===== src/rtl/tcc_pkg.sv =====
// ----------------------------------------------------------------------------
// tcc_pkg
// Shared types and constants for the text console cursor and scroll core.
// ----------------------------------------------------------------------------
package tcc_pkg;

  // Default screen geometry
  localparam int DEF_COLUMNS = 80;
  localparam int DEF_ROWS    = 25;

  // Character codes with special handling
  localparam logic [7:0] CH_BS    = 8'h08;
  localparam logic [7:0] CH_TAB   = 8'h09;
  localparam logic [7:0] CH_NL    = 8'h0A;
  localparam logic [7:0] CH_SPACE = 8'h20;

  // Tab expands to this many spaces
  localparam int TAB_SPACES = 4;
  localparam int TAB_W      = $clog2(TAB_SPACES + 1);

  // Screen contents after reset: space in color 7
  localparam logic [7:0]  COLOR_RESET = 8'h07;
  localparam logic [15:0] CELL_RESET  = {COLOR_RESET, CH_SPACE};

  // Request function codes
  localparam logic FUNC_WRITE = 1'b0;
  localparam logic FUNC_READ  = 1'b1;

  // One request
  typedef struct packed {
    logic        func;
    logic [7:0]  char_code;
    logic [10:0] cell_index;
    logic        end_of_write;
  } tcc_req_t;

  // One result
  typedef struct packed {
    logic [15:0] cell_word;
    logic [6:0]  cursor_col;
    logic [4:0]  cursor_row;
    logic        write_done;
  } tcc_rsp_t;

  // Cursor operations
  typedef enum logic [1:0] {
    CUR_HOLD,
    CUR_BACK,
    CUR_NEWLINE,
    CUR_ADVANCE
  } cur_op_t;

  // Sequencer states
  typedef enum logic [3:0] {
    ST_CLEAR,
    ST_IDLE,
    ST_DISPATCH,
    ST_RD_ADDR,
    ST_RD_DATA,
    ST_PUT,
    ST_SCR_RD,
    ST_SCR_WR,
    ST_FILL,
    ST_DONE
  } state_t;

endpackage


===== src/rtl/tcc_cursor.sv =====
// ----------------------------------------------------------------------------
// tcc_cursor
// Cursor position registers with back, newline and advance steps, and the
// linear cell address of the cursor.
// ----------------------------------------------------------------------------
module tcc_cursor import tcc_pkg::*; #(
  parameter int  COLUMNS = DEF_COLUMNS,
  parameter int  ROWS    = DEF_ROWS,
  localparam int COL_W   = $clog2(COLUMNS),
  localparam int ROW_W   = $clog2(ROWS),
  localparam int AW      = $clog2(COLUMNS * ROWS)
) (
  input  logic             clk,
  input  logic             rst,
  input  cur_op_t          op,
  output logic [COL_W-1:0] col,
  output logic [ROW_W-1:0] row,
  output logic [AW-1:0]    pos,
  output logic             scroll
);

  logic [COL_W-1:0] col_next;
  logic [ROW_W-1:0] row_next;
  logic             last_col;
  logic             last_row;

  assign last_col = (col == COL_W'(COLUMNS - 1));
  assign last_row = (row == ROW_W'(ROWS - 1));

  // Linear cell address of the cursor
  assign pos = AW'(AW'(row) * AW'(COLUMNS)) + AW'(col);

  // Step the cursor; flag a scroll when it would leave the bottom row
  always_comb begin
    col_next = col;
    row_next = row;
    scroll   = 1'b0;
    case (op)
      CUR_BACK: begin
        if (col != '0) begin
          col_next = col - COL_W'(1);
        end else if (row != '0) begin
          row_next = row - ROW_W'(1);
          col_next = COL_W'(COLUMNS - 1);
        end
      end
      CUR_NEWLINE: begin
        col_next = '0;
        if (last_row) begin
          scroll = 1'b1;
        end else begin
          row_next = row + ROW_W'(1);
        end
      end
      CUR_ADVANCE: begin
        if (last_col) begin
          col_next = '0;
          if (last_row) begin
            scroll = 1'b1;
          end else begin
            row_next = row + ROW_W'(1);
          end
        end else begin
          col_next = col + COL_W'(1);
        end
      end
      default: begin
        col_next = col;
        row_next = row;
      end
    endcase
  end

  // Hold the position
  always_ff @(posedge clk) begin
    if (rst) begin
      col <= '0;
      row <= '0;
    end else begin
      col <= col_next;
      row <= row_next;
    end
  end

endmodule


===== config.mk =====
export PLATFORM = sky130hd
export DESIGN_NAME = tcc_cursor
export DESIGN_NICKNAME = d
export VERILOG_FILES = /design/src/rtl/tcc_pkg.sv /design/src/rtl/tcc_cursor.sv
export SDC_FILE = /design/constraint.sdc
export NUM_CORES = 1
export LEC_CHECK = 0
export BUFFER_PORTS_ARGS = -buffer_cell sky130_fd_sc_hd__buf_4
export CAP_MARGIN = 10
export CORE_UTILIZATION = 55
export CTS_CLUSTER_SIZE = 40
export DETAILED_ROUTE_END_ITERATION = 7
export PLACE_DENSITY = 0.8
export SYNTH_ARGS = -nofsm -noshare
export SYNTH_HDL_FRONTEND = slang
export SYNTH_SLANG_ARGS = --single-unit

===== constraint.sdc =====
create_clock -name clk -period 5.3 [get_ports clk]
set_input_delay 1.06 -clock clk [delete_from_list [all_inputs] [get_ports clk]]
set_output_delay 1.06 -clock clk [all_outputs]
set_load 0.02 [all_outputs]

==> impl_metrics.toml <==
[critical_path]
end_kind = "primary output"
critical_path_required_ns = 4.24
cp_cell_sequence = "ha_1 > ha_1 > fa_1 > xor2_1 > nand3_1 > xor2_1 > xnor2_1 > buf_4"
path_class = "flop to primary output"
startpoint_type = "flop"
critPathTopFamily = "adder cells"
critPathArrivalTime_ns = 2.54
timing.critical_path.slowest_cell_delay_ns = 0.52
critical-path-slowest-cell = "sky130_fd_sc_hd__dfxtp_1"
worst-path-max-fanout = 8
timing.critical_path.buf_inv = 1

[sta]
totalNegativeSetupSlack_ns = 0
grt_setup_unrepaired = "false"
report.final.hold_viol_count = 0
skew_ns = 0.002189
timing.final.crit_period_ns = 3.600
period_utilization_post_route = 0.6792
worstMarginPinSlew_ns = 0.4853
timing.slew.headroom = 0.6737
timing_max_transition_violations_final = 0
setup_viol = 0
achievable-frequency_mhz = 277.8

[floorplanning]
dieWidth_um = 51.52
coreArea_um2 = 2255
die_h_um = 51.52
row_count = 17
io_pins = 28
die-area_um2 = 2654
floorplan.initialDensity = 0.5982

[grt]
grt_start_max_net_pins = 18
first_global_vias = 1199
grt.total_usage = 0.2675
grt_antenna_before_repair = 0
first_pass_grt_wire_length_mm = 5.333
grt-ovfl-total = 0

[final_layout]
antenna-diode-count = 0
flow.area_growth_from_synthesis_pct = 12.24
layout.cells.most_common_list = "sky130_fd_sc_hd__buf_4 (27), sky130_fd_sc_hd__ha_1 (15), sky130_fd_sc_hd__nor2_1 (12), sky130_fd_sc_hd__dfxtp_1 (12)"
layout_cells_sized_above_1 = 0.2373
nFillCells = 200
finalNetCount = 201
mostFrequentLayoutCell = "sky130_fd_sc_hd__buf_4"
finish.instance_area_um2 = 1514

[route]
routed_wl_mm = 3.107
wl_met3_um = 152
highest_layer = "met4"
dr_total_vias = 1244
final_antenna_violating_net_count = 0
detail_route.wirelength.met1_mm = 1.373
drt_iter0_drc = 40
met2WireLength_mm = 1.532
first_pass_iters = 4
post_drt_wl_per_cell_um = 15.16
detail_route.drc_violations = 0
drt-vias-per-instance = 6.068

[clock_network]
cts_setup_buffers = 0
tritoncts_clock_tree = "built"
cts_hold_buffers = 0
postCtsResizedCells = 0
tritoncts_num_sinks = 12
clk_root_buffer_cell = "sky130_fd_sc_hd__clkbuf_4"
clock_tree.buffer_depth = 2
clk_latency_ns = 0.28
clkTransAtPathRegs_ns = 0.08
cts_inserted_buffers = 3
clock_tree.htree_level_count = 1

[synth]
ys.warnings.count = 0
syn_area_per_cell_um2 = 8.378
dominantRegCellSynth = "sky130_fd_sc_hd__dfxtp_1"
syn-cell-area_um2 = 1349
post-synth-top-area-fraction = 0.1781
syn-instance-count = 161
netlist.top_cell.by_area = "sky130_fd_sc_hd__dfxtp_1"
synth_enable_flop_cells = 0
synthTopCellsByArea = "sky130_fd_sc_hd__dfxtp_1 (18%), sky130_fd_sc_hd__ha_1 (14%), sky130_fd_sc_hd__xnor2_1 (4.5%)"
synthArstFlopShare = 0
syn_nets = 183
synth_seq_cells = 12
synth_seq_area_share = 0.1781
synth.lib_cells_used.distinct = 47

[worst_hold_path]
tightest_hold_check_type = "flop to flop"

[power]
leakage_uw = 0.0006970
power_density_nw_per_um2 = 328.3
totalPowerFinal_uw = 497.0
max-vdd-ir-drop_v = 0.0002383

[place]
port_buf_inserts = 27
detailedPlacementHpwl_mm = 2.335
post_dp_cell_area_um2 = 1491
place.gp.congestion = 0.8792

[run]
timing.max_cap.violations = 0

[status]
status = "complete, no violations"
-- sequential cells by signal, indices dropped and copies added, names as in the netlist --
name / flops
col: 7
row: 5
-- tightest hold or removal path: cells and delay by family, from the launching register on --
kind	cells	cell delay, ns
flip-flops	1	0.39
AO/OA/AOI/OAI	1	0.05
AND/OR/NAND/NOR	1	0.09
-- layout make-up --
type / count / area [um2] / area share
Timing Repair Buffer: 27 / 202.7 / 0.1339
Inverter: 5 / 18.77 / 0.01240
Tap cell: 28 / 35.03 / 0.02314
Multi-Input combinational cell: 130 / 994.7 / 0.6570
Clock buffer: 3 / 22.52 / 0.01488
Sequential cell: 12 / 240.2 / 0.1587
-- synthesized netlist by cell type, drive strengths merged (2+ instances only) --
library cell and n:
o21ai 7, or3 2, o311ai 2, xnor2 7, dfxtp 12, buf 9, a21oi 12, xor2 6
a21o 6, nand3 8, nand2 11, nor2 13, ha 15, a31oi 2, nand2b 5, fa 3
clkbuf 5, nor2b 4, a31o 2, mux2i 3, nor3b 3, inv 5, a211oi 2, nor3 3
-- power by group --
group          switching (uW)  internal, uW
clock                    31.9          26.4
sequential               37.2           104
combinational             165           132
total                     234           263
-- logic make-up (layout without fill, tap and decap cells) --
kind of cell | Yosys count | in the layout | synth area share
xor+xnor | 13 | 13 | 0.08442
flops | 12 | 12 | 0.1781
fa+ha+maj | 18 | 18 | 0.1837
mux | 3 | 3 | 0.02226
buf+inv | 19 | 35 | 0.08441
simple gates | 54 | 54 | 0.2180
compound gates | 42 | 42 | 0.2291
-- layer usage --
metal,up-vias,track usage
met5,-,0
met4,0,0.1036
met3,7,0.03801
met2,51,0.4610
met1,581,0.3333
li1,605,-
-- stage by stage --
step	util	cells	hold WS [ns]	setup WS [ns]
after global placement	0.6615	202	0.5483	2.078
final	0.6715	205	0.5760	1.700
after detailed placement	0.6615	202	0.5698	2.010
after floorplan	-	161	0.5924	1.915
after CTS	0.6715	205	0.5814	1.693
after global routing	0.6715	205	0.6042	1.527
-- final timing paths --
path | startpoint | endpoint | slack (ns) | cells past startpoint
max | row[1] | pos[10] | 1.70 | 8
min | col[1] | col[1] | 0.58 | 2
max reg2reg | col[1] | row[3] | 3.03 | 6
min reg2reg | col[1] | col[1] | 0.58 | 2
Power figures use the tool's default switching activity.
